<file path="src/design/dlst_pkg.sv">
// Shared types, constants and arithmetic helpers for the dense layer trainer.
// Used by dlst_ram, dlst_ctrl, dlst_dp and dense_layer_sigmoid_trainer.
// No dependencies.
package dlst_pkg;

	localparam int DEF_MAX_INPUTS  = 64;
	localparam int DEF_MAX_OUTPUTS = 64;

	localparam int DW       = 16;   // Q4.12 data word
	localparam int FRAC     = 12;
	localparam int IDX_W    = 6;
	localparam int CMD_W    = 3;
	localparam int CNT_W    = 7;
	localparam int RATE_W   = 15;
	localparam int CFG_W    = 15;
	localparam int CFG_IDX_W = 2;

	localparam int ONE_Q       = 4096;
	localparam int SIG_SAT     = 20480;
	localparam int SIG_KNEE    = 9728;
	localparam int SIG_HI_OFS  = 3456;
	localparam int SIG_MID_OFS = 2560;
	localparam int SIG_LO_OFS  = 2048;

	// Correction arithmetic
	localparam int ACT_W      = 13;             // stored activations lie in 0..1.0
	localparam int D_W        = 11;             // out*(1-out), at most 0.25
	localparam int PE_W       = 32;
	localparam int F_W        = 44;
	localparam int SPLIT      = 22;
	localparam int PROD_W     = 60;
	localparam int CORR_SHIFT = 36;
	localparam int DELTA_W    = PROD_W - CORR_SHIFT;

	localparam logic [CNT_W-1:0]  RST_INPUTS  = 7'd64;
	localparam logic [CNT_W-1:0]  RST_OUTPUTS = 7'd64;
	localparam logic [RATE_W-1:0] RST_RATE    = 15'd410;

	typedef enum logic [CMD_W-1:0] {
		CMD_WEIGHT  = 3'd0,
		CMD_BIAS    = 3'd1,
		CMD_ACT     = 3'd2,
		CMD_ERR     = 3'd3,
		CMD_FORWARD = 3'd4,
		CMD_BACKWARD = 3'd5,
		CMD_CORRECT = 3'd6
	} cmd_t;

	typedef enum logic [CFG_IDX_W-1:0] {
		REG_INPUTS  = 2'd0,
		REG_OUTPUTS = 2'd1,
		REG_RATE    = 2'd2
	} reg_idx_t;

	typedef enum logic [1:0] {
		KIND_ACT  = 2'd0,
		KIND_ERR  = 2'd1,
		KIND_DONE = 2'd2
	} kind_t;

	typedef enum logic [1:0] {
		OP_FWD  = 2'd0,
		OP_BWD  = 2'd1,
		OP_CORR = 2'd2
	} op_t;

	typedef enum logic [2:0] {
		ST_IDLE,
		ST_HEAD,
		ST_HWAIT,
		ST_RUN,
		ST_DRAIN,
		ST_EMIT,
		ST_DONE
	} state_t;

	// Command from controller to datapath, one per cycle
	typedef struct packed {
		logic             mac;
		logic             first;
		logic             head;
		op_t              op;
		logic             emit;
		kind_t            kind;
		logic             last;
		logic [IDX_W-1:0] index;
	} dp_ctl_t;

	function automatic int aw(input int depth);
		return (depth > 1) ? $clog2(depth) : 1;
	endfunction

	function automatic int imax(input int a, input int b);
		return (a > b) ? a : b;
	endfunction

	// Piecewise linear sigmoid in Q4.12
	function automatic logic signed [DW-1:0] sigmoid_q(input logic signed [DW-1:0] x);
		logic [DW:0] a;
		logic [DW:0] y;
		a = x[DW-1] ? ((~{x[DW-1], x}) + 1'b1) : {x[DW-1], x};
		if (a >= (DW+1)'(SIG_SAT))
			y = (DW+1)'(ONE_Q);
		else if (a >= (DW+1)'(SIG_KNEE))
			y = (a >> 5) + (DW+1)'(SIG_HI_OFS);
		else if (a >= (DW+1)'(ONE_Q))
			y = (a >> 3) + (DW+1)'(SIG_MID_OFS);
		else
			y = (a >> 2) + (DW+1)'(SIG_LO_OFS);
		return x[DW-1] ? DW'((DW+1)'(ONE_Q) - y) : DW'(y);
	endfunction

endpackage

</file>
<file path="src/design/dlst_ctrl.sv">
// Sequencer for forward, backward and correct passes over the weight matrix.
// Drives the datapath command struct and store addresses; uses dlst_pkg.
module dlst_ctrl #(
	parameter int MAX_INPUTS  = dlst_pkg::DEF_MAX_INPUTS,
	parameter int MAX_OUTPUTS = dlst_pkg::DEF_MAX_OUTPUTS
) (
	input  logic                                           clk,
	input  logic                                           arst_n,
	input  logic                                           in_accept,
	input  dlst_pkg::cmd_t                                 in_cmd,
	input  logic [dlst_pkg::aw(MAX_INPUTS)-1:0]            ni_last,
	input  logic [dlst_pkg::aw(MAX_OUTPUTS)-1:0]           no_last,
	input  logic                                           out_free,
	output logic                                           in_ready,
	output dlst_pkg::dp_ctl_t                              ctl,
	output logic [dlst_pkg::aw(MAX_OUTPUTS*MAX_INPUTS)-1:0] w_addr,
	output logic [dlst_pkg::aw(MAX_OUTPUTS)-1:0]           o_addr,
	output logic [dlst_pkg::aw(MAX_INPUTS)-1:0]            i_addr
);
	import dlst_pkg::*;

	localparam int IW  = aw(MAX_INPUTS);
	localparam int OW  = aw(MAX_OUTPUTS);
	localparam int CW  = imax(IW, OW);
	localparam int WAW = aw(MAX_OUTPUTS * MAX_INPUTS);

	state_t           state_q, state_d;
	op_t              op_q;
	logic [CW-1:0]    outer_q, inner_q;
	logic [WAW-1:0]   base_q, waddr_q;
	logic [1:0]       wait_q;
	logic             inner_last, outer_last;
	logic [WAW-1:0]   step_in, step_out;

	assign inner_last = (op_q == OP_BWD) ? (inner_q == CW'(no_last)) : (inner_q == CW'(ni_last));
	assign outer_last = (op_q == OP_BWD) ? (outer_q == CW'(ni_last)) : (outer_q == CW'(no_last));
	assign step_in    = (op_q == OP_BWD) ? WAW'(MAX_INPUTS) : WAW'(1);
	assign step_out   = (op_q == OP_BWD) ? WAW'(1) : WAW'(MAX_INPUTS);

	assign o_addr = (op_q == OP_BWD) ? OW'(inner_q) : OW'(outer_q);
	assign i_addr = (op_q == OP_BWD) ? IW'(outer_q) : IW'(inner_q);
	assign w_addr = waddr_q;

	always_comb begin
		state_d = state_q;
		case (state_q)
			ST_IDLE: begin
				if (in_accept) begin
					case (in_cmd)
						CMD_FORWARD, CMD_BACKWARD: state_d = ST_RUN;
						CMD_CORRECT:               state_d = ST_HEAD;
						default:                   state_d = ST_IDLE;
					endcase
				end
			end
			ST_HEAD:  state_d = ST_HWAIT;
			ST_HWAIT: begin
				if (wait_q == 2'd0)
					state_d = ST_RUN;
			end
			ST_RUN: begin
				if (inner_last)
					state_d = (op_q == OP_CORR && !outer_last) ? ST_HEAD : ST_DRAIN;
			end
			ST_DRAIN: begin
				if (wait_q == 2'd0)
					state_d = (op_q == OP_CORR) ? ST_DONE : ST_EMIT;
			end
			ST_EMIT: begin
				if (out_free)
					state_d = outer_last ? ST_IDLE : ST_RUN;
			end
			ST_DONE: begin
				if (out_free)
					state_d = ST_IDLE;
			end
			default: state_d = ST_IDLE;
		endcase
	end

	always_comb begin
		ctl       = '0;
		ctl.op    = op_q;
		in_ready  = 1'b0;
		case (state_q)
			ST_IDLE: in_ready = 1'b1;
			ST_HEAD: ctl.head = 1'b1;
			ST_RUN: begin
				ctl.mac   = 1'b1;
				ctl.first = (inner_q == '0);
			end
			ST_EMIT: begin
				ctl.emit  = out_free;
				ctl.kind  = (op_q == OP_FWD) ? KIND_ACT : KIND_ERR;
				ctl.last  = outer_last;
				ctl.index = IDX_W'(outer_q);
			end
			ST_DONE: begin
				ctl.emit = out_free;
				ctl.kind = KIND_DONE;
				ctl.last = 1'b1;
			end
			default: ;
		endcase
	end

	always_ff @(posedge clk or negedge arst_n) begin
		if (!arst_n) begin
			state_q <= ST_IDLE;
			op_q    <= OP_FWD;
			outer_q <= '0;
			inner_q <= '0;
			base_q  <= '0;
			waddr_q <= '0;
			wait_q  <= '0;
		end else begin
			state_q <= state_d;
			case (state_q)
				ST_IDLE: begin
					outer_q <= '0;
					inner_q <= '0;
					base_q  <= '0;
					waddr_q <= '0;
					if (in_accept) begin
						case (in_cmd)
							CMD_FORWARD:  op_q <= OP_FWD;
							CMD_BACKWARD: op_q <= OP_BWD;
							CMD_CORRECT:  op_q <= OP_CORR;
							default:      op_q <= op_q;
						endcase
					end
				end
				ST_HEAD: wait_q <= 2'd1;
				ST_HWAIT, ST_DRAIN: begin
					if (wait_q != 2'd0)
						wait_q <= wait_q - 2'd1;
				end
				ST_RUN: begin
					if (inner_last) begin
						inner_q <= '0;
						wait_q  <= 2'd2;
						if (op_q == OP_CORR && !outer_last) begin
							outer_q <= outer_q + 1'b1;
							base_q  <= base_q + step_out;
							waddr_q <= base_q + step_out;
						end
					end else begin
						inner_q <= inner_q + 1'b1;
						waddr_q <= waddr_q + step_in;
					end
				end
				ST_EMIT: begin
					if (out_free && !outer_last) begin
						outer_q <= outer_q + 1'b1;
						base_q  <= base_q + step_out;
						waddr_q <= base_q + step_out;
					end
				end
				default: ;
			endcase
		end
	end

endmodule

</file>
<file path="config.mk">
export PLATFORM = sky130hd
export DESIGN_NAME = dlst_ctrl
export DESIGN_NICKNAME = d
export VERILOG_FILES = /design/src/design/dlst_pkg.sv /design/src/design/dlst_ctrl.sv
export SDC_FILE = /design/constraint.sdc
export NUM_CORES = 1
export LEC_CHECK = 0
export BUFFER_PORTS_ARGS = -buffer_cell sky130_fd_sc_hd__buf_4
export CORE_UTILIZATION = 57
export CTS_CLUSTER_DIAMETER = 30
export DETAILED_ROUTE_END_ITERATION = 10
export GPL_TIMING_DRIVEN = 0
export PLACE_DENSITY_LB_ADDON = 0.12
export SLEW_MARGIN = 0
export SYNTH_ARGS = -nofsm -noshare
export SYNTH_HDL_FRONTEND = slang
export SYNTH_SLANG_ARGS = --single-unit
</file>
<file path="constraint.sdc">
create_clock -name clk -period 3.65 [get_ports clk]
set_input_delay 0.365 -clock clk [delete_from_list [all_inputs] [get_ports clk]]
set_output_delay 0.365 -clock clk [all_outputs]
set_load 0.02 [all_outputs]
</file>
**Word-level counts from Yosys, hierarchy flattened**

Index checks and enable logic that the tools add are counted.

- Flip-flop bits (word level): 43
- Bits of input ports: 19
- Output and inout bits: 40
- Logic and storage cells: 95

- Add/sub/neg operators: 5
- Equal/unequal tests: 25
- Muxes and demuxes: 39
- Reductions and logical operators: 19

Operators by type and width:

| operator | count |
|---|---|
| $pmux W12 S3 | 2 |
| $mux W12 | 4 |
| $mux W6 | 7 |
| $add A12 B7 Y12 | 2 |
| $eq A6 B6 Y1 | 4 |
| $mux W3 | 7 |
| $pmux W3 S7 | 1 |
| $eq A3 B3 Y1 const B | 6 |
| $ne A2 B2 Y1 const B | 9 |
| $pmux W6 S3 | 1 |
| $mux W7 | 2 |
| $add A6 B1 Y6 const B | 2 |
| $pmux W2 S3 | 2 |
| $pmux W6 S2 | 1 |
| $mux W2 | 5 |
| $reduce_and A3 Y1 | 3 |
| $reduce_bool A3 Y1 | 3 |
| $pmux W4 S2 | 1 |
| $eq A3 B2 Y1 const B | 2 |
| $logic_not A6 Y1 | 1 |
| $reduce_and A6 Y1 | 1 |
| $mux W1 | 5 |
| $logic_not A2 Y1 | 2 |
| $pmux W2 S2 | 1 |
| other kinds (11) | 14 |

**Longest topological paths before layout**

Gate-level depths: netlist of run 1.

- Depth in word-level cells: 7
- Mapped depth: 14
- Mapped depth without buffers: 11

**Worst setup path before layout of run 1**

Ideal clock, no wire load.

- Path type: register to register
- Start point: register op_q[0]
- End point: register waddr_q[8] (netlist: w_addr[8])
- Setup time: 141 ps
- Arrival: 2,931 ps
- Required time: 3,509 ps
- Slack: 578 ps
- Cell stages (with the launch flop): 15
- Path buffers: 3
- Period minus slack after synthesis: 3,072 ps
- Cells stage by stage: dfrtp_1 nor2b_1 buf_2 clkbuf_1 clkbuf_1 nand2_1 inv_1 ha_1 nand3_1 nor2_1 maj3_1 nand2_1 xnor2_1 a221oi_1 a211oi_1

- Word-level cells in the longest chain between the ends: 6
- Elaborated cells between the ends (all ways): 18
- Those cells by class: add/sub (2); eq/ne (4); mux (8); reduce/logical (4)

RTL lines:

| what | RTL line | text |
|---|---|---|
| start: declaration | dlst_ctrl.sv:28 | `op_t op_q;` |
| start signal: assignment | dlst_ctrl.sv:129 | `default: op_q <= op_q;` |
| $eq A2 B1 Y1 | n/a |  |
| $mux W7 or $mux W1 (tied branches) | dlst_ctrl.sv:38, dlst_ctrl.sv:36 |  |
| $add A12 B7 Y12 or $logic_not A1 Y1 (tied branches) | n/a |  |
| $mux W12 (tied with other cells) | dlst_ctrl.sv:142 | `if (op_q == OP_CORR && !outer_last) begin` |
| $mux W12 (tied with other cells) | dlst_ctrl.sv:139 | `if (inner_last) begin` |
| $pmux W12 S3 or $reduce_and A3 Y1 (tied branches) | n/a |  |
| end signal: assignment | dlst_ctrl.sv:145 | `waddr_q <= base_q + step_out;` |
| end signal: assignment | dlst_ctrl.sv:149 | `waddr_q <= waddr_q + step_in;` |
| end signal: assignment | dlst_ctrl.sv:156 | `waddr_q <= base_q + step_out;` |
| end: declaration | dlst_ctrl.sv:30 | `logic [WAW-1:0] base_q, waddr_q;` |

Parallel ways exist; a longest one is shown, timed or not. The select of a mux whose other input is x is not followed.
A chain may end at the register's enable or synchronous reset.

**Worst setup path after layout of run 1**

- Start point: register op_q[0]
- End point: register waddr_q[3] (netlist: w_addr[3])

The elaborated chain is that of the path after synthesis.

==> impl_metrics.ini, run 1 <==
[status]
outcome = finished, final reports clean

[yosys]
synth_area_um2 = 3488
ys_warn_count = 0
synth_top_area_share = 0.3085
syn_inst = 448
synth_top_flop_cell = dfrtp_1
ys_ff_latch = 43
syn_area_per_cell_um2 = 7.786
synth.distinct_cells = 61
async_flop_share = 1.000
synth_seq_area_share = 0.3085
synth_edf_count = 0
netlist_top_cells_area = dfrtp_1 31%, o21ai_0 6.3%, nand2_1 5.8%
synth_top_cell_by_area = dfrtp_1
syn-num-nets = 473

[sta]
worstMarginPinSlew_ns = 0.7294
rsz0062_at_grt = no
clock.fmax_mhz = 297.6
setup_viol_count_final = 0
hold_slack_ns = 0.03436
maxSlewHeadroom = 0.5074
fin_crit_sh = 0.9207
fin_skew_ns = 0.01051
drv_slew = 0
period_minus_slack_ns = 3.361
fin_tns_setup_ns = 0
hold_viol = 0

[placed_design]
dp_cells = 581
io_buffers = 58
place.gp.congestion = 0.8983
dp_hpwl_um = 7497
post_dp_cell_area_um2 = 4018

[global_route]
antenna_found_initial = 0
grt_pass1_vias = 3608
grt_max_degree = 44
grtUsageTotal = 0.3435
grt_pass1_wl_um = 17130
overflow = 0

[power]
finalPower_uw = 3118
leakage_uw = 0.001825
ir_worst_vdd_mv = 0.3688
power.density_nw_per_um2 = 755.4

[floorplanning]
fp.dieW_um = 80.23
rows = 28
core_um2 = 5921
die-area_um2 = 6437
start_util = 0.5892
ios = 59
dieHeight_um = 80.23

[cts]
clk_path_buf_depth = 2
clkTransAtPathRegs_ns = 0.10
ctsHoldBuffers = 0
ctsResizeCount = 0
post-cts-setup-buffer-count = 0
clkSinkCount = 43
numCtsBuffers = 5
htree_levels = 2
cts_tree = yes
clock_latency_ns = 0.32
cts-root-buf = clkbuf_8

[layout]
layout_commonest_cell = buf_4
final_cell_mix = 58 x buf_4, 54 x nand2_1, 44 x nor2_1, 44 x o21ai_0, 43 x dfrtp_1
area_delta_synth_final_pct = 18.33
drive_gt1_frac = 0.1774
finalNonFillerCells = 588
fillers = 505
final_cell_area_um2 = 4128
nets = 537
diodes = 0

[routing]
drt-total-wl_um = 10390
met3WireLength_um = 757
vias = 3820
vias_per_cell = 6.497
wl_per_cell_um = 17.67
dr.first_iter.drc_count = 275
drt_pass1_iterations = 5
antenna_left = 0
drcViolationCount = 0
drt-met1-wl_um = 4370
top_layer_used = met4
dr_wl_met2_um = 4949

[setup_path]
critPathKind = flop to flop
reg2reg_from = op_q[0]
cp_data_arrival_time_ns = 3.56
worstPathMaxFanout = 10
startpoint = op_q[0]
crit_path_end_kind = flop
worst_ep_required_time_ns = 3.85
crit_path_start_kind = flop

[worst_hold_path]
hold_path.class = primary input to asynchronous set/reset pin

[job]
maxCapViolCount = 0
kinds of logic after synthesis:
| family | count (synthesis) | share of synthesized area |
|---|---|---|
| adders and majority gates | 9 | 0.03013 |
| xor gates and xnor gates | 23 | 0.05775 |
| AOI/OAI and AO/OA | 143 | 0.2737 |
| DFF | 43 | 0.3085 |
| and+or+nand+nor | 172 | 0.2414 |
| muxes | 11 | 0.03336 |
| buffers and inverters | 47 | 0.05524 |
critical path, cell delays in order (launching register included):
cell and delay, ns:
dfrtp_1 0.50, nor2b_1 0.31, buf_2 0.31, a21oi_1 0.06
a211o_1 0.33, o41ai_1 0.72, clkbuf_1 0.53, nor2_1 0.13
o31ai_1 0.22, o21ai_0 0.12
report_power, final:
group | internal, uW | switching (uW)
Sequential | 587 | 145
Clock | 204 | 197
Combinational | 696 | 1290
Total | 1490 | 1630
state kept, by name (all words and copies together), names as in the netlist:
signal	flops
outer_q	6
op_q	2
base_q	12
w_addr	12
state_q	3
wait_q	2
inner_q	6
cell type report:
| type | instances | area [um^2] | share of cell area |
|---|---|---|---|
| clock inverter | 3 | 43.79 | 0.01061 |
| buffer | 29 | 126.4 | 0.03062 |
| tap | 75 | 93.84 | 0.02273 |
| timing repair buffer | 58 | 435.4 | 0.1055 |
| sequential | 43 | 1076 | 0.2607 |
| clock buffer | 5 | 68.82 | 0.01667 |
| multi-input combinational | 358 | 2220 | 0.5377 |
| inverter | 17 | 63.81 | 0.01546 |
per-stage QoR:
step                        util  worst slack (ns)
after CTS                 0.6976           0.02680
after global routing      0.6972           0.04444
after global placement    0.6786            0.1413
after detailed placement  0.6786           0.05404
after floorplan                -            0.5778
final                     0.6972            0.2895
worst paths after layout:
check,endpoint,slack [ns],cells past startpoint
setup / recovery,w_addr[3],0.29,9
hold / removal,wait_q[0],0.03,1
setup reg to reg,w_addr[3],0.29,9
hold reg to reg,base_q[9],0.54,1
max in group asynchronous,base_q[1],3.20,1
min in group clk,op_q[0],0.33,3
layer usage:
metal	global-route usage	vias to the layer above
li1	-	1751
met1	0.4297	1845
met2	0.5932	191
met3	0.04432	33
met4	0.1429	0
met5	0	-
Yosys cell counts, drive strengths merged (3+ instances only):
cell	number
nor4	5
xnor2	17
a31oi	6
inv	17
nor2	44
nor3	7
and2	6
o31ai	28
maj3	3
mux2i	6
buf	9
and3	9
nand3	16
o211ai	3
mux2	5
o22ai	7
ha	6
nand2	54
a21oi	21
a211oi	4
o41ai	3
o21ai	46
nand2b	8
dfrtp	43
nor2b	12
nand4	3
clkbuf	21
xor2	6
No activity file was read; power rests on OpenSTA's default activity.
==> run 2: changes to the inputs <==
--- a/config.mk
+++ b/config.mk
@@ -6,7 +6,9 @@
 export NUM_CORES = 1
 export LEC_CHECK = 0
 export BUFFER_PORTS_ARGS = -buffer_cell sky130_fd_sc_hd__buf_4
-export CORE_UTILIZATION = 57
+export CELL_PAD_IN_SITES_DETAIL_PLACEMENT = 1
+export CELL_PAD_IN_SITES_GLOBAL_PLACEMENT = 2
+export CORE_UTILIZATION = 33
 export CTS_CLUSTER_DIAMETER = 30
 export DETAILED_ROUTE_END_ITERATION = 10
 export GPL_TIMING_DRIVEN = 0
==> run 2 against run 1 <==
  * Non-clock buffer count did not move
  * Largest cell class unchanged
  * Clock-buffer cell count rose by 1
  * Total power rose by 1.1%
  * Register-to-register slack improved by 0.04 ns
==> impl_metrics.ini, run 2 (synthesis results as in run 1) <==
[layout]
finalNonFillerCells = 649
area_delta_synth_final_pct = 20.34
diodes = 0
fillers = 1320
finish.utilization = 0.4084
final_cell_mix = 58 x buf_4, 54 x nand2_1, 44 x nor2_1, 44 x o21ai_0, 43 x dfrtp_1
layout_commonest_cell = buf_4
final_cell_area_um2 = 4198
nets = 537
drive_gt1_frac = 0.1793

[cts]
ctsHoldBuffers = 0
htree_levels = 2
clock_latency_ns = 0.31
cts_tree = yes
post-cts-setup-buffer-count = 0
clkSinkCount = 43
clk_path_buf_depth = 2
numCtsBuffers = 5
cts-root-buf = clkbuf_8
clkTransAtPathRegs_ns = 0.09

[floorplanning]
rows = 37
ios = 59
fp.dieW_um = 104.8
core_um2 = 10280
dieHeight_um = 104.8
start_util = 0.3394
die-area_um2 = 10990

[sta]
period_minus_slack_ns = 3.324
hold_slack_ns = 0.06005
setup_viol_count_final = 0
fin_tns_setup_ns = 0
fin_crit_sh = 0.9107
hold_viol = 0
drv_slew = 0
maxSlewHeadroom = 0.4998
rsz0062_at_grt = no
clock.fmax_mhz = 300.8
worstMarginPinSlew_ns = 0.7475
fin_skew_ns = 0.007746

[setup_path]
worstPathMaxFanout = 10
crit_path_end_kind = flop
critPathKind = flop to flop
critPathBufInv = 3
crit_path_top_delay_cell = or4_1
worst_ep_required_time_ns = 3.88
r2r_cells = 10
cp_num_cells = 10
crit_path_frequent_cell = buf_2
crit_path_start_kind = flop
crit_path_max_incr_delay_ns = 0.52
cp_data_arrival_time_ns = 3.55
crit_chain = nand2b_1, buf_2, buf_2, a31oi_1, nand3_1, or4_1, a31oi_2, clkbuf_1, nor3_1, o22ai_1
crit_family = simple AND/OR/NAND/NOR gates

[global_route]
grt_pass1_wl_um = 20910
grt_max_degree = 44
grtUsageTotal = 0.2424
antenna_found_initial = 0
grt_pass1_vias = 3780
overflow = 0

[placed_design]
io_buffers = 58
place.gp.congestion = 0.8416
dp_cells = 642
dp_hpwl_um = 9599
post_dp_cell_area_um2 = 4094

[power]
leakage_uw = 0.001815
ir_worst_vdd_mv = 0.2844
power.density_nw_per_um2 = 750.8

[routing]
drt-total-wl_um = 12830
wl_per_cell_um = 19.77
antenna_left = 0
vias = 3674
drt_pass1_iterations = 4
vias_per_cell = 5.661
drcViolationCount = 0
dr.first_iter.drc_count = 164

[worst_hold_path]
hold_path.class = primary input to asynchronous set/reset pin

[job]
maxCapViolCount = 0

[status]
outcome = finished, final reports clean
## run 2: cell types whose count changed in the layout (fill, tap and decap cells not counted), sizes merged
cell,before,now
clkinvlp,0,1
clkbuf,25,26
bufinv,1,0
clkinv,2,1
## run 2: path summary, 6_finish.rpt
check	slack, ns	start	endpoint
max in group asynchronous	3.18	arst_n	w_addr[3]
hold / removal	0.06	arst_n	op_q[1]
min in group clk	0.33	in_cmd[0]	op_q[0]
setup / recovery	0.33	op_q[1]	base_q[7]
hold reg to reg	0.55	base_q[8]	base_q[8]
setup reg to reg	0.33	op_q[1]	base_q[7]
## run 2: timing repair
action                                  CTS  global route
pin swaps                                 0             0
endpoints found under the setup margin    7            13
endpoints found under the hold margin     0             0
gates resized for setup                   1             5
## run 2: final cells by class
type                    instances  area (um^2)  area share
plain buffers                  29        128.9     0.03070
well taps                     136        170.2     0.04054
repair buffers                 58        435.4      0.1037
clock inverters                 2        12.51    0.002981
inverters                      17        63.81     0.01520
multi-input cells             358         2238      0.5332
clock buffers                   6        72.57     0.01729
flip-flops and latches         43         1076      0.2563
## run 2: routing by layer
metal | part of all wire | global-route usage | vias up
li1 | - | - | 1749
met1 | 0.47 | 0.3376 | 1828
met2 | 0.48 | 0.4035 | 85
met3 | 0.036 | 0.02994 | 12
met4 | 0.015 | 0.04728 | 0
met5 | 0 | 0 | -
## run 2: metrics by stage
| stage | setup slack (ns) | total power, uW |
|---|---|---|
| floorplan | 0.5778 | 2087 |
| global placement | -0.3272 | 2764 |
| detailed placement | -0.3638 | 2821 |
| CTS | 0.1520 | 3149 |
| global route | 0.06341 | 3413 |
| finish | 0.3258 | 3152 |
## run 2: report_power, final
part	switching [uW]	internal (uW)	leakage, uW	total, uW
sequential	150	587	0.000574	737
clock	188	134	0.0000412	322
combinational	1390	706	0.00120	2090
==> run 3: changes to the inputs <==
--- a/config.mk
+++ b/config.mk
@@ -12,7 +12,7 @@
 export CTS_CLUSTER_DIAMETER = 30
 export DETAILED_ROUTE_END_ITERATION = 10
 export GPL_TIMING_DRIVEN = 0
-export PLACE_DENSITY_LB_ADDON = 0.12
+export PLACE_DENSITY = 0.88
 export SLEW_MARGIN = 0
 export SYNTH_ARGS = -nofsm -noshare
 export SYNTH_HDL_FRONTEND = slang
==> run 3 against run 2 <==
  * Wire length down 4.5%
  * Non-clock buffer count did not move
  * Global-route usage decreased by 1.5 points
  * Cell count is the same
  * Critical path depth shrank 1
  * Highest routed layer unchanged
  * Critical path type unchanged
  * Critical endpoint is now outer_q[2]
  * Die area did not move
  * Combinational power is essentially flat
  * First-iteration DRC count rose by 9.8%
  * Clock skew grew 0.0068 ns
  * Clock-buffer cell count is 1 higher
==> impl_metrics.ini, run 3 (synthesis results as in run 1) <==
[cts]
clk_path_buf_depth = 2
clkTransAtPathRegs_ns = 0.10
htree_levels = 2
numCtsBuffers = 5
clock_latency_ns = 0.31
clkSinkCount = 43
cts_tree = yes
cts-root-buf = clkbuf_8

[routing]
vias_per_cell = 5.632
wl_per_cell_um = 18.87
dr.first_iter.drc_count = 180
drt_pass1_iterations = 4
drcViolationCount = 0
antenna_left = 0
drt-total-wl_um = 12250
vias = 3655

[sta]
worstMarginPinSlew_ns = 0.6632
period_minus_slack_ns = 3.345
fin_crit_sh = 0.9164
rsz0062_at_grt = no
drv_slew = 0
setup_viol_count_final = 0
clock.fmax_mhz = 299.0
fin_skew_ns = 0.01453
hold_viol = 0
maxSlewHeadroom = 0.5544

[setup_path]
reg2reg_from = op_q[0]
cp_data_arrival_time_ns = 3.55
worstPathMaxFanout = 10
r2r_setup_slack_ns = 0.31
crit_path_start_kind = flop
rr_endpoint = outer_q[2]
worst_ep_required_time_ns = 3.86
crit_path_end_kind = flop
r2r_cells = 9
critPathKind = flop to flop

[layout]
finalNonFillerCells = 649
area_delta_synth_final_pct = 20.66
nets = 537
layout_commonest_cell = buf_4
diodes = 0
fillers = 1298
finish.utilization = 0.4095
drive_gt1_frac = 0.1793
final_cell_mix = 58 x buf_4, 54 x nand2_1, 44 x nor2_1, 44 x o21ai_0, 43 x dfrtp_1

[status]
outcome = finished, final reports clean

[worst_hold_path]
hold_path.class = primary input to asynchronous set/reset pin

[floorplanning]
rows = 37
core_um2 = 10280
start_util = 0.3394
ios = 59
die-area_um2 = 10990
fp.dieW_um = 104.8
dieHeight_um = 104.8

[global_route]
antenna_found_initial = 0
grt_pass1_vias = 3747
overflow = 0
grt_max_degree = 44
grtUsageTotal = 0.2277
grt_pass1_wl_um = 19940

[placed_design]
dp_hpwl_um = 9132
place.gp.congestion = 0.8178
dp_cells = 642
io_buffers = 58

[job]
maxCapViolCount = 0

[power]
ir_worst_vdd_mv = 0.2184
power.density_nw_per_um2 = 751.0
leakage_uw = 0.001825
==> run 3: routing by layer <==
metal / up-vias / track usage / wire (um)
li1: 1749 / - / -
met1: 1832 / 0.3062 / 5704
met2: 67 / 0.3912 / 6069
met3: 7 / 0.02620 / 391
met4: 0 / 0.04930 / 80
met5: - / 0 / 0
==> run 3: worst max-delay path by stage <==
stage / slack (ns) / endpoint / start / cells after the start
2_1_floorplan: 0.58 / w_addr[8] / op_q[0] / 14
3_3_place_gp: -0.26 / w_addr[8] / op_q[0] / 14
3_5_place_dp: -0.33 / w_addr[8] / op_q[0] / 14
4_1_cts: 0.11 / base_q[4] / op_q[0] / 10
5_1_grt: 0.03 / w_addr[8] / op_q[0] / 13
6_report: 0.31 / outer_q[2] / op_q[0] / 9
==> run 3: final cells by class <==
class | instances | area (um^2) | share of cell area
clock buffers | 7 | 86.33 | 0.02051
repair buffers | 58 | 435.4 | 0.1034
flip-flops and latches | 43 | 1076 | 0.2556
plain buffers | 29 | 132.6 | 0.03151
multi-input cells | 358 | 2236 | 0.5312
inverters | 17 | 63.81 | 0.01516
well taps | 136 | 170.2 | 0.04043
clock inverters | 1 | 8.758 | 0.002081
==> run 3: critical path, stage by stage (launching register included) <==
cell      delay [ns]
dfrtp_1         0.52
nor2b_1         0.32
clkbuf_4        0.31
mux2i_1         0.27
xnor2_1         0.14
or4_1           0.57
a31oi_2         0.32
clkbuf_1        0.49
o31ai_1         0.18
o21ai_0         0.12
==> run 3: stage by stage <==
| stage | hold WS (ns) | power, uW | area [um^2] | setup WS, ns | setup TNS [ns] |
|---|---|---|---|---|---|
| 3_3_place_gp | 0.4140 | 2724 | 4094 | -0.2575 | -0.7492 |
| 6_report | 0.05703 | 3161 | 4209 | 0.3053 | 0 |
| 5_1_grt | 0.08513 | 3406 | 4209 | 0.02731 | 0 |
| 3_5_place_dp | 0.4122 | 2795 | 4094 | -0.3273 | -1.050 |
| 2_1_floorplan | 0.06941 | 2087 | 3488 | 0.5778 | 0 |
| 4_1_cts | 0.07506 | 3145 | 4187 | 0.1067 | 0 |
==> run 3: report_power, final <==
group / switching [uW] / internal (uW)
Sequential: 155 / 587
Combinational: 1370 / 707
Clock: 191 / 156
==> run 3: timing repair <==
| action | CTS | global route |
|---|---|---|
| hold buffers | 0 | 0 |
| buffers inserted | 0 | 0 |
| endpoints found under the hold margin | 0 | 0 |
| gates resized for setup | 1 | 7 |
| setup endpoints to repair | 7 | 10 |
